--- src/rtl/ihbp_pkg.sv ---
// ----------------------------------------------------------------------------
// ihbp_pkg: shared types and constants of the HEX block parser
// Field widths, result and status codes, record type codes and the hex
// character decoder.
// ----------------------------------------------------------------------------
package ihbp_pkg;

	localparam int CH_W     = 8;
	localparam int KIND_W   = 2;
	localparam int ADDR_W   = 32;
	localparam int BYTE_W   = 8;
	localparam int BLEN_W   = 6;
	localparam int STATUS_W = 2;
	localparam int RTYPE_W  = 8;
	localparam int CPOS_W   = 10;

	localparam int BLOCK_BYTES_DEF = 56;

	localparam int FIFO_DEPTH = 4;
	localparam int FIFO_PTR_W = $clog2(FIFO_DEPTH);
	localparam int FIFO_CNT_W = $clog2(FIFO_DEPTH + 1);

	// result kinds
	localparam logic [KIND_W-1:0] KIND_DATA   = 2'd0;
	localparam logic [KIND_W-1:0] KIND_CLOSE  = 2'd1;
	localparam logic [KIND_W-1:0] KIND_STATUS = 2'd2;

	// record status codes
	localparam logic [STATUS_W-1:0] ST_OK       = 2'd0;
	localparam logic [STATUS_W-1:0] ST_SYNTAX   = 2'd1;
	localparam logic [STATUS_W-1:0] ST_CHECKSUM = 2'd2;
	localparam logic [STATUS_W-1:0] ST_UNSUPP   = 2'd3;

	// record types
	localparam logic [RTYPE_W-1:0] REC_DATA    = 8'h00;
	localparam logic [RTYPE_W-1:0] REC_EOF     = 8'h01;
	localparam logic [RTYPE_W-1:0] REC_EXT_LIN = 8'h04;

	// characters
	localparam logic [CH_W-1:0] CH_COLON = 8'h3A;
	localparam logic [CH_W-1:0] CH_0     = 8'h30;
	localparam logic [CH_W-1:0] CH_9     = 8'h39;
	localparam logic [CH_W-1:0] CH_UA    = 8'h41;
	localparam logic [CH_W-1:0] CH_UF    = 8'h46;
	localparam logic [CH_W-1:0] CH_LA    = 8'h61;
	localparam logic [CH_W-1:0] CH_LF    = 8'h66;

	typedef enum logic [2:0] {
		PH_WAIT   = 3'b001,
		PH_RECORD = 3'b010,
		PH_HALT   = 3'b100
	} phase_t;

	typedef struct packed {
		logic [KIND_W-1:0]   kind;
		logic [ADDR_W-1:0]   address;
		logic [BYTE_W-1:0]   byte_value;
		logic [BLEN_W-1:0]   block_length;
		logic [STATUS_W-1:0] status;
		logic [RTYPE_W-1:0]  record_kind;
		logic                halted;
		logic                last;
	} result_t;

	// up to two results made by one character
	typedef struct packed {
		logic [1:0] count;
		result_t    r0;
		result_t    r1;
	} push_t;

	// {valid, nibble}
	function automatic logic [4:0] hex_decode(logic [CH_W-1:0] c);
		logic [CH_W-1:0] d;
		logic [4:0]      r;
		r = 5'd0;
		d = '0;
		if (c >= CH_0 && c <= CH_9) begin
			d = c - CH_0;
			r = {1'b1, d[3:0]};
		end else if (c >= CH_UA && c <= CH_UF) begin
			d = c - CH_UA + 8'd10;
			r = {1'b1, d[3:0]};
		end else if (c >= CH_LA && c <= CH_LF) begin
			d = c - CH_LA + 8'd10;
			r = {1'b1, d[3:0]};
		end
		return r;
	endfunction

	function automatic result_t mk_res(
		logic [KIND_W-1:0]   kind,
		logic [ADDR_W-1:0]   addr,
		logic [BYTE_W-1:0]   bval,
		logic [BLEN_W-1:0]   blen,
		logic [STATUS_W-1:0] st,
		logic [RTYPE_W-1:0]  rtype
	);
		result_t r;
		r.kind         = kind;
		r.address      = addr;
		r.byte_value   = bval;
		r.block_length = blen;
		r.status       = st;
		r.record_kind  = rtype;
		r.halted       = 1'b0;
		r.last         = 1'b0;
		return r;
	endfunction

endpackage

--- src/rtl/ihbp_char_if.sv ---
// ----------------------------------------------------------------------------
// ihbp_char_if: character channel
// Valid/ready channel carrying one text character per item.
// ----------------------------------------------------------------------------
interface ihbp_char_if;
	import ihbp_pkg::*;

	logic            valid;
	logic            ready;
	logic [CH_W-1:0] ch;

	modport source (output valid, output ch, input ready);
	modport sink   (input valid, input ch, output ready);
endinterface

--- src/rtl/ihbp_result_if.sv ---
// ----------------------------------------------------------------------------
// ihbp_result_if: result channel
// Valid/ready channel carrying one parser result per item.
// ----------------------------------------------------------------------------
interface ihbp_result_if;
	import ihbp_pkg::*;

	logic                valid;
	logic                ready;
	logic [KIND_W-1:0]   kind;
	logic [ADDR_W-1:0]   address;
	logic [BYTE_W-1:0]   byte_value;
	logic [BLEN_W-1:0]   block_length;
	logic [STATUS_W-1:0] status;
	logic [RTYPE_W-1:0]  record_kind;
	logic                halted;
	logic                last;

	modport source (output valid, output kind, output address, output byte_value,
		output block_length, output status, output record_kind, output halted,
		output last, input ready);
	modport sink   (input valid, input kind, input address, input byte_value,
		input block_length, input status, input record_kind, input halted,
		input last, output ready);
endinterface

--- src/rtl/ihbp_parser.sv ---
// ----------------------------------------------------------------------------
// ihbp_parser: record field parser and block grouper
// Consumes one registered character per advance, updates record and block
// state, and produces up to two results.
// ----------------------------------------------------------------------------
module ihbp_parser #(
	parameter int BLOCK_BYTES = ihbp_pkg::BLOCK_BYTES_DEF
) (
	input  logic                      clk,
	input  logic                      arst_n,
	input  logic                      advance,
	input  logic [ihbp_pkg::CH_W-1:0] ch_s1,
	output ihbp_pkg::push_t           push,
	output logic                      halted
);
	import ihbp_pkg::*;

	phase_t              phase_q, phase_n;
	logic [CPOS_W-1:0]   cpos_q, cpos_n;
	logic [7:0]          len_q, len_n;
	logic [15:0]         addr_lo_q, addr_lo_n;
	logic [RTYPE_W-1:0]  type_q, type_n;
	logic [7:0]          sum_q, sum_n;
	logic [3:0]          nib_hi_q, nib_hi_n;
	logic [15:0]         pend_q, pend_n;
	logic [15:0]         addr_up_q, addr_up_n;
	logic [ADDR_W-1:0]   next_q, next_n;
	logic [ADDR_W-1:0]   origin_q, origin_n;
	logic [BLEN_W-1:0]   fill_q, fill_n;

	logic [4:0]          hex;
	logic [7:0]          bval;
	logic [CPOS_W-2:0]   k;
	logic                rec_end;
	logic [ADDR_W-1:0]   jump_addr;
	logic [BLEN_W-1:0]   fill_inc;
	logic                full;
	logic [STATUS_W-1:0] st;
	result_t             slot0, slot1;
	logic [1:0]          n_res;

	assign hex       = hex_decode(ch_s1);
	assign bval      = {nib_hi_q, hex[3:0]};
	assign k         = cpos_q[CPOS_W-1:1];
	assign rec_end   = {1'b0, k} >= (CPOS_W'(4) + CPOS_W'(len_q));
	assign jump_addr = {addr_up_q, addr_lo_q};
	assign fill_inc  = fill_q + BLEN_W'(1);
	assign full      = fill_inc >= BLEN_W'(BLOCK_BYTES);

	always_comb begin
		phase_n   = phase_q;
		cpos_n    = cpos_q;
		len_n     = len_q;
		addr_lo_n = addr_lo_q;
		type_n    = type_q;
		sum_n     = sum_q;
		nib_hi_n  = nib_hi_q;
		pend_n    = pend_q;
		addr_up_n = addr_up_q;
		next_n    = next_q;
		origin_n  = origin_q;
		fill_n    = fill_q;
		slot0     = '0;
		slot1     = '0;
		n_res     = 2'd0;
		st        = ST_OK;
		if (advance) begin
			unique case (phase_q)
				PH_WAIT: begin
					if (ch_s1 == CH_COLON) begin
						phase_n   = PH_RECORD;
						cpos_n    = '0;
						len_n     = '0;
						addr_lo_n = '0;
						type_n    = '0;
						sum_n     = '0;
						nib_hi_n  = '0;
						pend_n    = '0;
					end
				end
				PH_RECORD: begin
					if (!hex[4]) begin
						phase_n = PH_HALT;
						slot0   = mk_res(KIND_STATUS, '0, '0, '0, ST_SYNTAX, type_q);
						n_res   = 2'd1;
					end else if (!cpos_q[0]) begin
						nib_hi_n = hex[3:0];
						cpos_n   = cpos_q + CPOS_W'(1);
					end else begin
						cpos_n = cpos_q + CPOS_W'(1);
						sum_n  = sum_q + bval;
						if (k == '0) begin
							len_n = bval;
						end else if (k == (CPOS_W-1)'(1)) begin
							addr_lo_n = {bval, 8'h00};
						end else if (k == (CPOS_W-1)'(2)) begin
							addr_lo_n = {addr_lo_q[15:8], bval};
						end else if (k == (CPOS_W-1)'(3)) begin
							type_n = bval;
							// address jump closes the open block
							if (bval == REC_DATA && jump_addr != next_q) begin
								next_n   = jump_addr;
								origin_n = jump_addr;
								fill_n   = '0;
								if (fill_q != '0) begin
									slot0 = mk_res(KIND_CLOSE, origin_q, '0, fill_q, ST_OK,
										bval);
									n_res = 2'd1;
								end
							end
						end else if (!rec_end) begin
							if (type_q == REC_DATA) begin
								slot0  = mk_res(KIND_DATA, next_q, bval, '0, ST_OK, type_q);
								next_n = next_q + ADDR_W'(1);
								if (full || next_q == '1) begin
									slot1    = mk_res(KIND_CLOSE, origin_q, '0, fill_inc, ST_OK,
										type_q);
									n_res    = 2'd2;
									fill_n   = '0;
									origin_n = next_q + ADDR_W'(1);
								end else begin
									n_res  = 2'd1;
									fill_n = fill_inc;
								end
							end else if (type_q == REC_EXT_LIN && k < (CPOS_W-1)'(6)) begin
								pend_n = {pend_q[7:0], bval};
							end
						end else begin
							// checksum digit: finish the record
							if (sum_n != 8'h00) begin
								st = ST_CHECKSUM;
							end else if (type_q == REC_DATA) begin
								st = ST_OK;
							end else if (type_q == REC_EOF) begin
								origin_n = next_q;
								fill_n   = '0;
								if (fill_q != '0) begin
									slot0 = mk_res(KIND_CLOSE, origin_q, '0, fill_q, ST_OK,
										type_q);
									n_res = 2'd1;
								end
							end else if (type_q == REC_EXT_LIN) begin
								if (len_q < 8'd2) begin
									st = ST_SYNTAX;
								end else begin
									addr_up_n = pend_q;
									next_n    = {pend_q, 16'h0000};
									origin_n  = {pend_q, 16'h0000};
									fill_n    = '0;
									if (fill_q != '0) begin
										slot0 = mk_res(KIND_CLOSE, origin_q, '0, fill_q, ST_OK,
											type_q);
										n_res = 2'd1;
									end
								end
							end else begin
								st = ST_UNSUPP;
							end
							phase_n = (st != ST_OK || type_q == REC_EOF) ? PH_HALT : PH_WAIT;
							if (n_res == 2'd1) begin
								slot1 = mk_res(KIND_STATUS, '0, '0, '0, st, type_q);
								n_res = 2'd2;
							end else begin
								slot0 = mk_res(KIND_STATUS, '0, '0, '0, st, type_q);
								n_res = 2'd1;
							end
						end
					end
				end
				PH_HALT: begin
				end
				default: begin
					phase_n = PH_HALT;
				end
			endcase
		end
	end

	always_comb begin
		push          = '0;
		push.count    = n_res;
		push.r0       = slot0;
		push.r1       = slot1;
		push.r0.halted = (phase_n == PH_HALT);
		push.r1.halted = (phase_n == PH_HALT);
		push.r0.last   = (n_res == 2'd1);
		push.r1.last   = 1'b1;
	end

	assign halted = (phase_q == PH_HALT);

	always_ff @(posedge clk or negedge arst_n) begin
		if (!arst_n) begin
			phase_q   <= PH_WAIT;
			cpos_q    <= '0;
			len_q     <= '0;
			addr_lo_q <= '0;
			type_q    <= '0;
			sum_q     <= '0;
			nib_hi_q  <= '0;
			pend_q    <= '0;
			addr_up_q <= '0;
			next_q    <= '0;
			origin_q  <= '0;
			fill_q    <= '0;
		end else begin
			phase_q   <= phase_n;
			cpos_q    <= cpos_n;
			len_q     <= len_n;
			addr_lo_q <= addr_lo_n;
			type_q    <= type_n;
			sum_q     <= sum_n;
			nib_hi_q  <= nib_hi_n;
			pend_q    <= pend_n;
			addr_up_q <= addr_up_n;
			next_q    <= next_n;
			origin_q  <= origin_n;
			fill_q    <= fill_n;
		end
	end

endmodule

--- src/rtl/ihbp_result_fifo.sv ---
// ----------------------------------------------------------------------------
// ihbp_result_fifo: result queue
// Small queue that takes up to two results per cycle and hands out one.
// ----------------------------------------------------------------------------
module ihbp_result_fifo (
	input  logic                                clk,
	input  logic                                arst_n,
	input  ihbp_pkg::push_t                     push,
	input  logic                                pop,
	output ihbp_pkg::result_t                   head,
	output logic                                head_valid,
	output logic [ihbp_pkg::FIFO_CNT_W-1:0]     count
);
	import ihbp_pkg::*;

	result_t               mem [FIFO_DEPTH];
	logic [FIFO_PTR_W-1:0] wr_q, rd_q;
	logic [FIFO_CNT_W-1:0] cnt_q;
	logic                  do_pop;

	assign do_pop     = pop && (cnt_q != '0);
	assign head       = mem[rd_q];
	assign head_valid = (cnt_q != '0);
	assign count      = cnt_q;

	always_ff @(posedge clk) begin
		if (push.count != 2'd0) begin
			mem[wr_q] <= push.r0;
		end
		if (push.count == 2'd2) begin
			mem[wr_q + FIFO_PTR_W'(1)] <= push.r1;
		end
	end

	always_ff @(posedge clk or negedge arst_n) begin
		if (!arst_n) begin
			wr_q  <= '0;
			rd_q  <= '0;
			cnt_q <= '0;
		end else begin
			wr_q  <= wr_q + FIFO_PTR_W'(push.count);
			rd_q  <= rd_q + FIFO_PTR_W'(do_pop);
			cnt_q <= cnt_q + FIFO_CNT_W'(push.count) - FIFO_CNT_W'(do_pop);
		end
	end

endmodule

--- src/rtl/intel_hex_block_parser.sv ---
// ----------------------------------------------------------------------------
// intel_hex_block_parser: HEX text record parser with block grouping
//
//   channel  | dir | payload                                   | handshake
//   ---------+-----+-------------------------------------------+----------
//   chars    | in  | ch                                        | valid/ready
//   results  | out | kind, address, byte_value, block_length,  | valid/ready
//            |     | status, record_kind, halted, last         |
//
// One character is taken per cycle while the queue has room; it is held in the
// input register, then the parser updates its state and pushes zero, one or two
// results into a four-entry result queue, whose head drives the output. The
// queue hands out one result at a time while the receiver is ready, so a
// character that makes two results sends them out as two items. Input stalls
// only while the queue holds more than two results. Reset clears all control
// state at once; the held character and the queue storage are not reset.
// ----------------------------------------------------------------------------
module intel_hex_block_parser #(
	parameter int BLOCK_BYTES = ihbp_pkg::BLOCK_BYTES_DEF
) (
	input logic          clk,
	input logic          arst_n,
	ihbp_char_if.sink    chars,
	ihbp_result_if.source results
);
	import ihbp_pkg::*;

	logic                  valid_s1;
	logic [CH_W-1:0]       ch_s1;
	logic                  advance;
	push_t                 push;
	logic                  core_halted;
	result_t               head;
	logic                  head_valid;
	logic [FIFO_CNT_W-1:0] fifo_cnt;

	// advance the held character only when the queue has room for two results
	assign advance     = valid_s1 && (fifo_cnt <= FIFO_CNT_W'(FIFO_DEPTH - 2));
	assign chars.ready = !valid_s1 || advance;

	// input register: hold the character until the parser takes it
	always_ff @(posedge clk or negedge arst_n) begin
		if (!arst_n) begin
			valid_s1 <= 1'b0;
		end else if (chars.ready) begin
			valid_s1 <= chars.valid;
		end
	end

	always_ff @(posedge clk) begin
		if (chars.ready && chars.valid) begin
			ch_s1 <= chars.ch;
		end
	end

	ihbp_parser #(
		.BLOCK_BYTES(BLOCK_BYTES)
	) u_parser (
		.clk    (clk),
		.arst_n (arst_n),
		.advance(advance),
		.ch_s1  (ch_s1),
		.push   (push),
		.halted (core_halted)
	);

	ihbp_result_fifo u_fifo (
		.clk       (clk),
		.arst_n    (arst_n),
		.push      (push),
		.pop       (results.ready),
		.head      (head),
		.head_valid(head_valid),
		.count     (fifo_cnt)
	);

	// drive the result channel from the queue head
	assign results.valid        = head_valid;
	assign results.kind         = head.kind;
	assign results.address      = head.address;
	assign results.byte_value   = head.byte_value;
	assign results.block_length = head.block_length;
	assign results.status       = head.status;
	assign results.record_kind  = head.record_kind;
	assign results.halted       = head.halted;
	assign results.last         = head.last;

`ifndef NO_ASSERTIONS
	a_fifo_bound: assert property (@(posedge clk) disable iff (!arst_n)
		fifo_cnt <= FIFO_CNT_W'(FIFO_DEPTH))
		else $error("result queue overflow");

	a_halt_sticky: assert property (@(posedge clk) disable iff (!arst_n)
		core_halted |=> core_halted)
		else $error("parser left halt without reset");

	a_halt_silent: assert property (@(posedge clk) disable iff (!arst_n)
		core_halted |-> push.count == 2'd0)
		else $error("halted parser produced a result");

	a_push_room: assert property (@(posedge clk) disable iff (!arst_n)
		push.count != 2'd0 |-> fifo_cnt <= FIFO_CNT_W'(FIFO_DEPTH - 2))
		else $error("results pushed without queue room");
`endif

endmodule
--- src/flat_wrapper.sv ---
// flat-port wrapper written by rule: the top's interface ports become plain ports
module intel_hex_block_parser_flat import ihbp_pkg::*;
#(
	parameter int BLOCK_BYTES = ihbp_pkg::BLOCK_BYTES_DEF
)
  (clk, arst_n, chars_valid, chars_ch, chars_ready, results_valid, results_kind, results_address, results_byte_value, results_block_length, results_status, results_record_kind, results_halted, results_last, results_ready);
  ihbp_char_if chars_i ();
  ihbp_result_if results_i ();
  input logic clk;
  input logic arst_n;
  input wire logic [$bits(chars_i.valid)-1:0] chars_valid;
  input wire logic [$bits(chars_i.ch)-1:0] chars_ch;
  output wire logic [$bits(chars_i.ready)-1:0] chars_ready;
  output wire logic [$bits(results_i.valid)-1:0] results_valid;
  output wire logic [$bits(results_i.kind)-1:0] results_kind;
  output wire logic [$bits(results_i.address)-1:0] results_address;
  output wire logic [$bits(results_i.byte_value)-1:0] results_byte_value;
  output wire logic [$bits(results_i.block_length)-1:0] results_block_length;
  output wire logic [$bits(results_i.status)-1:0] results_status;
  output wire logic [$bits(results_i.record_kind)-1:0] results_record_kind;
  output wire logic [$bits(results_i.halted)-1:0] results_halted;
  output wire logic [$bits(results_i.last)-1:0] results_last;
  input wire logic [$bits(results_i.ready)-1:0] results_ready;
  assign chars_i.valid = chars_valid;
  assign chars_i.ch = chars_ch;
  assign chars_ready = chars_i.ready;
  assign results_valid = results_i.valid;
  assign results_kind = results_i.kind;
  assign results_address = results_i.address;
  assign results_byte_value = results_i.byte_value;
  assign results_block_length = results_i.block_length;
  assign results_status = results_i.status;
  assign results_record_kind = results_i.record_kind;
  assign results_halted = results_i.halted;
  assign results_last = results_i.last;
  assign results_i.ready = results_ready;
  intel_hex_block_parser #(.BLOCK_BYTES(BLOCK_BYTES)) u_core (.clk(clk), .arst_n(arst_n), .chars(chars_i), .results(results_i));
endmodule
--- config.mk ---
export PLATFORM = sky130hd
export DESIGN_NAME = intel_hex_block_parser_flat
export DESIGN_NICKNAME = d
export VERILOG_FILES = /design/src/rtl/ihbp_pkg.sv /design/src/rtl/ihbp_char_if.sv /design/src/rtl/ihbp_result_if.sv /design/src/rtl/ihbp_parser.sv /design/src/rtl/ihbp_result_fifo.sv /design/src/rtl/intel_hex_block_parser.sv /design/src/flat_wrapper.sv
export SDC_FILE = /design/constraint.sdc
export NUM_CORES = 1
export LEC_CHECK = 0
export BUFFER_PORTS_ARGS = -buffer_cell sky130_fd_sc_hd__buf_2
export CORE_ASPECT_RATIO = 0.75
export CORE_MARGIN = 5
export CORE_UTILIZATION = 50
export CTS_CLUSTER_DIAMETER = 40
export DETAILED_ROUTE_END_ITERATION = 12
export HOLD_SLACK_MARGIN = 0.12
export PLACE_DENSITY = 0.66
export SYNTH_ARGS = -nofsm -noshare
export SYNTH_HDL_FRONTEND = slang
export SYNTH_SLANG_ARGS = --single-unit
export TNS_END_PERCENT = 50
--- constraint.sdc ---
create_clock -name clk -period 7.7 [get_ports clk]
set_input_delay 1.54 -clock clk [delete_from_list [all_inputs] [get_ports clk]]
set_output_delay 1.54 -clock clk [all_outputs]
set_load 0.01 [all_outputs]
==> summary by stage <==
Drt
The total iterations of the first detailed-routing run is 6. Summing over every cut layer, the via total after detailed routing is 16900. The mean routed wirelength per cell is approximately 24 um. Dividing the detail-routed via count by the number of cells gives between 6 and 7. After detailed routing, the number of remaining DRC violations is 0. For this block, the routed nets add up to approximately 64 mm of wire. Once detail routing completed, the nets flagged for antenna violations numbered 0. For this block, the initial DRC count from the detailed router was roughly 2000.

Global routing
The overflow left after global routing is 0. The first global-routing pass estimated 99.0 mm of wire. The number of global-route vias before repair is 16400.

The met2 usage in global routing is 0.383. Entering global routing, the biggest net connects 94 pins. The combined global-route utilization of all metal layers is 0.261. For met3 alone, demand over resource in global routing was 0.0566. For met1 alone, demand over resource in global routing was 0.401. The initial antenna violation count is 1. In this run the most used layer during global routing was met1.

Setup path
STA classifies the critical path startpoint as a flip-flop. The worst register-to-register path begins at u_core.ch_s1[3]. The endpoint kind of the worst setup timing path is a flip-flop. The data arrival time of the worst path is 6.78 ns.

For the worst flop-to-flop path, the logic depth is 17. The end of the worst register-to-register path is u_core.u_fifo.mem[2][16]. The critical setup path kind is flip-flop to flip-flop.

The setup check on the worst reg-to-reg path leaves a slack of 1.19 ns. Of all nets on the critical path, the largest fanout is 28. STA puts the critical path data required time at 7.97 ns.

Floorplanning
The overall die height is between 150 and 200 um. The I/O pin total is 74. The floorplan step defined a die boundary enclosing 0.0484 mm2. The cell row count is between 60 and 70.

The chip width is 252 um. In this run the standard cell core region covers 0.0434 mm2. For this configuration, the core starts out at a cell density of 0.507.

Logic synthesis
For this run, the number of Yosys warnings is 0. The post-synthesis average cell area is between 10 and 15 um2. Synthesis produced a netlist with a net count of 2082.

After synthesis the netlist holds a flip-flop and latch count of between 400 and 500. In this run, distinct cell masters in the synthesized netlist total 90. The count of flip-flops with a built-in enable after synthesis is 212. sky130_fd_sc_hd__nand2_1 is the most common cell in the netlist.

After synthesis, the cell types taking the most area are sky130_fd_sc_hd__edfxtp_1 (29%), sky130_fd_sc_hd__dfrtp_1 (19%), sky130_fd_sc_hd__mux4_2 (6.1%). Of the synthesized area, sequential elements account for 0.512. Ranked by instance count, the synthesized netlist is headed by sky130_fd_sc_hd__nand2_1 (266), sky130_fd_sc_hd__edfxtp_1 (212), sky130_fd_sc_hd__dfrtp_1 (166).

The biggest area contributor in the post-synthesis netlist is sky130_fd_sc_hd__edfxtp_1. The cell area after synthesis is 0.0220 mm2. The fraction of synthesis flops using an asynchronous set or reset pin is 0.402. Synthesis handed over a netlist of 2034 instances. The top-area cell type share of the netlist area is 0.289. The dominant synthesized flop cell is sky130_fd_sc_hd__edfxtp_1.

Placement
In this run the tool buffered the top-level ports with 73 buffer cells. The congestion estimate from routability-driven global placement came to 0.916. The count of placed standard cells including taps is 2561. The HPWL after detailed placement is 42.5 mm.

STA
The number of setup violations in the final report is 0. The final-report max-slew violation count is 0. The hold violation count in the final report came to 0. The final clock period utilization by the worst path is 0.845. The normalized max-slew margin is 0.105.

For the pin with the worst max-slew slack, the measured transition is 1.33 ns. The shortest period the worst path allows is roughly 6.5 ns. The maximum clock skew at final layout is 0.0345 ns.

The highest achievable clock rate is between 150 and 200 MHz. The setup TNS is 0 ns. Setup repair after global routing left no endpoint under its margin.

Power and ir drop
Cell internal power was estimated by the tool at 0.00380 W. Of the total power, the share spent switching nets is 0.252. IR analysis of the VDD net gives a maximum drop of 0.000172 V. The share of total power dissipated in the clock network is 0.440. The share of total power dissipated in sequential elements is 0.474. The share of power burned in combinational logic is 0.086. For this design the static power due to leakage is 8.79 nW. The switching power summed over all nets is 0.00128 W.

For this design the ratio of total power to cell area is between 200 and 250 mW/mm2.

Clock tree
The number of buffers inserted during clock tree synthesis is 48. After clock tree synthesis, the clock-pin slew on the worst setup and hold paths is 0.06 ns. The root cell of the clock tree is sky130_fd_sc_hd__clkbuf_16. The number of gates resized after CTS was 0. The later-pin clock latency in the skew report is about 0.58 ns. The clock passes through at most 3 buffers. The H-tree was split into 2 levels. The number of setup buffers added after CTS is 0. The number of clock sinks is 415.

The number of hold buffers added after cts is 0. The TritonCTS clock tree is built.

Finish
At the end of the flow, the number of nets in the layout was about 2100. From synthesis to final layout, the design area changed by 10.3%. 0 antenna diodes ended up in the layout.

The number of fill cells in the layout is 3703. Of the cells placed in the final design, the portion with a size suffix greater than 1 is 0.164. The final cell count without fillers is 2650. For this run, the share of the core covered by cells in the final layout is 0.559.

Run status
The run finished with clean final reports.

Job
Across the run, the number of max-cap violations was 0.

Hold path
The path with the worst hold slack has its endpoint at u_core.u_fifo.mem[0][23]. The worst hold path passes through 2 cells. The path type of the worst min-delay path is flip-flop to flip-flop. The start point of the worst min-delay path is u_core.u_fifo.mem[0][23].
## layer usage
layer | routed length (um) | vias to the layer above | share of wire
li1 | - | 7583 | -
met1 | 28300 | 8368 | 0.44
met2 | 27300 | 883 | 0.43
met3 | 6720 | 112 | 0.11
met4 | 1360 | 2 | 0.021
met5 | 13 | - | 0.00020
## power groups by stage
stage / sequential (W) / clock (W) / combinational [W]
after floorplan: 0.00240 / 0 / 0.000373
after global placement: 0.00245 / 0 / 0.000432
after detailed placement: 0.00246 / 0 / 0.000446
after CTS: 0.00241 / 0.00226 / 0.000447
after global routing: 0.00242 / 0.00236 / 0.000478
final: 0.00241 / 0.00223 / 0.000437
## logic make-up (layout without fill, tap and decap cells)
logic type,Yosys count,in the layout,synth area share
DFF,415,415,0.512
AOI/OAI and AO/OA,541,541,0.161
xor gates and xnor gates,66,66,0.0262
buffers and inverters,185,223,0.0363
adders and majority gates,36,36,0.0211
and+or+nand+nor,635,635,0.135
muxes,156,156,0.109
## state kept, by name (all words and copies together) (netlist names), 4 cells and up
register and cells:
u_core.ch_s1 8, u_core.u_fifo.mem 240, u_core.u_parser.addr_lo_q 16, u_core.u_parser.addr_up_q 16
u_core.u_parser.cpos_q 10, u_core.u_parser.fill_q 6, u_core.u_parser.len_q 8, u_core.u_parser.next_q 32
u_core.u_parser.nib_hi_q 4, u_core.u_parser.origin_q 32, u_core.u_parser.pend_q 16, u_core.u_parser.sum_q 8
u_core.u_parser.type_q 8
## placed cells by master (no fill, tap or decap), types with 24 or more instances in the layout
cell,n
sky130_fd_sc_hd__nand3_1,61
sky130_fd_sc_hd__mux2_2,54
sky130_fd_sc_hd__dfrtp_1,164
sky130_fd_sc_hd__o21ai_0,133
sky130_fd_sc_hd__and3_1,25
sky130_fd_sc_hd__mux4_2,60
sky130_fd_sc_hd__a22o_1,74
sky130_fd_sc_hd__buf_2,72
sky130_fd_sc_hd__clkbuf_16,48
sky130_fd_sc_hd__dfxtp_1,36
sky130_fd_sc_hd__edfxtp_1,212
sky130_fd_sc_hd__nand2_1,263
sky130_fd_sc_hd__buf_4,24
sky130_fd_sc_hd__nor2_1,135
sky130_fd_sc_hd__a21oi_1,57
sky130_fd_sc_hd__mux2i_1,33
sky130_fd_sc_hd__ha_1,34
sky130_fd_sc_hd__inv_1,33
sky130_fd_sc_hd__o21ai_1,99
sky130_fd_sc_hd__xor2_1,55
## area by class of cell
type	instances	area [um2]	share of cell area
multi-input combinational	1434	10000	0.413
sequential	415	11300	0.464
clock buffer	59	1270	0.0524
timing repair buffer	98	572	0.0235
clock inverter	30	274	0.0113
inverter	36	135	0.00556
tap	578	723	0.0298
## metrics by stage
step	cell area (um2)	hold WS [ns]	setup slack (ns)	power (W)
finish	24300	0.461	1.19	0.00508
global route	24300	0.474	0.845	0.00526
CTS	24300	0.463	1.30	0.00512
detailed placement	22700	0.446	1.32	0.00290
global placement	22700	0.440	1.53	0.00289
floorplan	22000	0.427	1.99	0.00278
## worst max path at each step
stage                                from                       end  slack [ns]
after detailed placement  u_core.ch_s1[3]  u_core.u_fifo.mem[2][54]        1.32
after CTS                 u_core.ch_s1[3]  u_core.u_fifo.mem[2][12]        1.30
after global placement    u_core.ch_s1[3]  u_core.u_fifo.mem[2][54]        1.53
final                     u_core.ch_s1[3]  u_core.u_fifo.mem[2][16]        1.19
after global routing      u_core.ch_s1[3]  u_core.u_fifo.mem[3][55]        0.84
after floorplan           u_core.ch_s1[0]  u_core.u_fifo.mem[2][10]        1.99
## worst max-delay path, stage by stage (launching register included)
cell,delay (ns)
sky130_fd_sc_hd__edfxtp_1,0.52
sky130_fd_sc_hd__or4b_1,0.58
sky130_fd_sc_hd__a21oi_2,0.21
sky130_fd_sc_hd__and2_1,0.21
sky130_fd_sc_hd__a21boi_0,0.17
sky130_fd_sc_hd__inv_1,0.14
sky130_fd_sc_hd__ha_1,0.22
sky130_fd_sc_hd__inv_1,0.08
sky130_fd_sc_hd__fa_1,0.43
sky130_fd_sc_hd__and3b_1,0.31
sky130_fd_sc_hd__nor4_1,0.07
sky130_fd_sc_hd__or3b_1,0.39
sky130_fd_sc_hd__or3_1,0.42
sky130_fd_sc_hd__and4bb_2,0.46
sky130_fd_sc_hd__a21o_2,0.42
sky130_fd_sc_hd__nand2_1,0.44
sky130_fd_sc_hd__nand2_2,0.79
sky130_fd_sc_hd__buf_12,0.30
No activity file was read; power rests on OpenSTA's default activity.
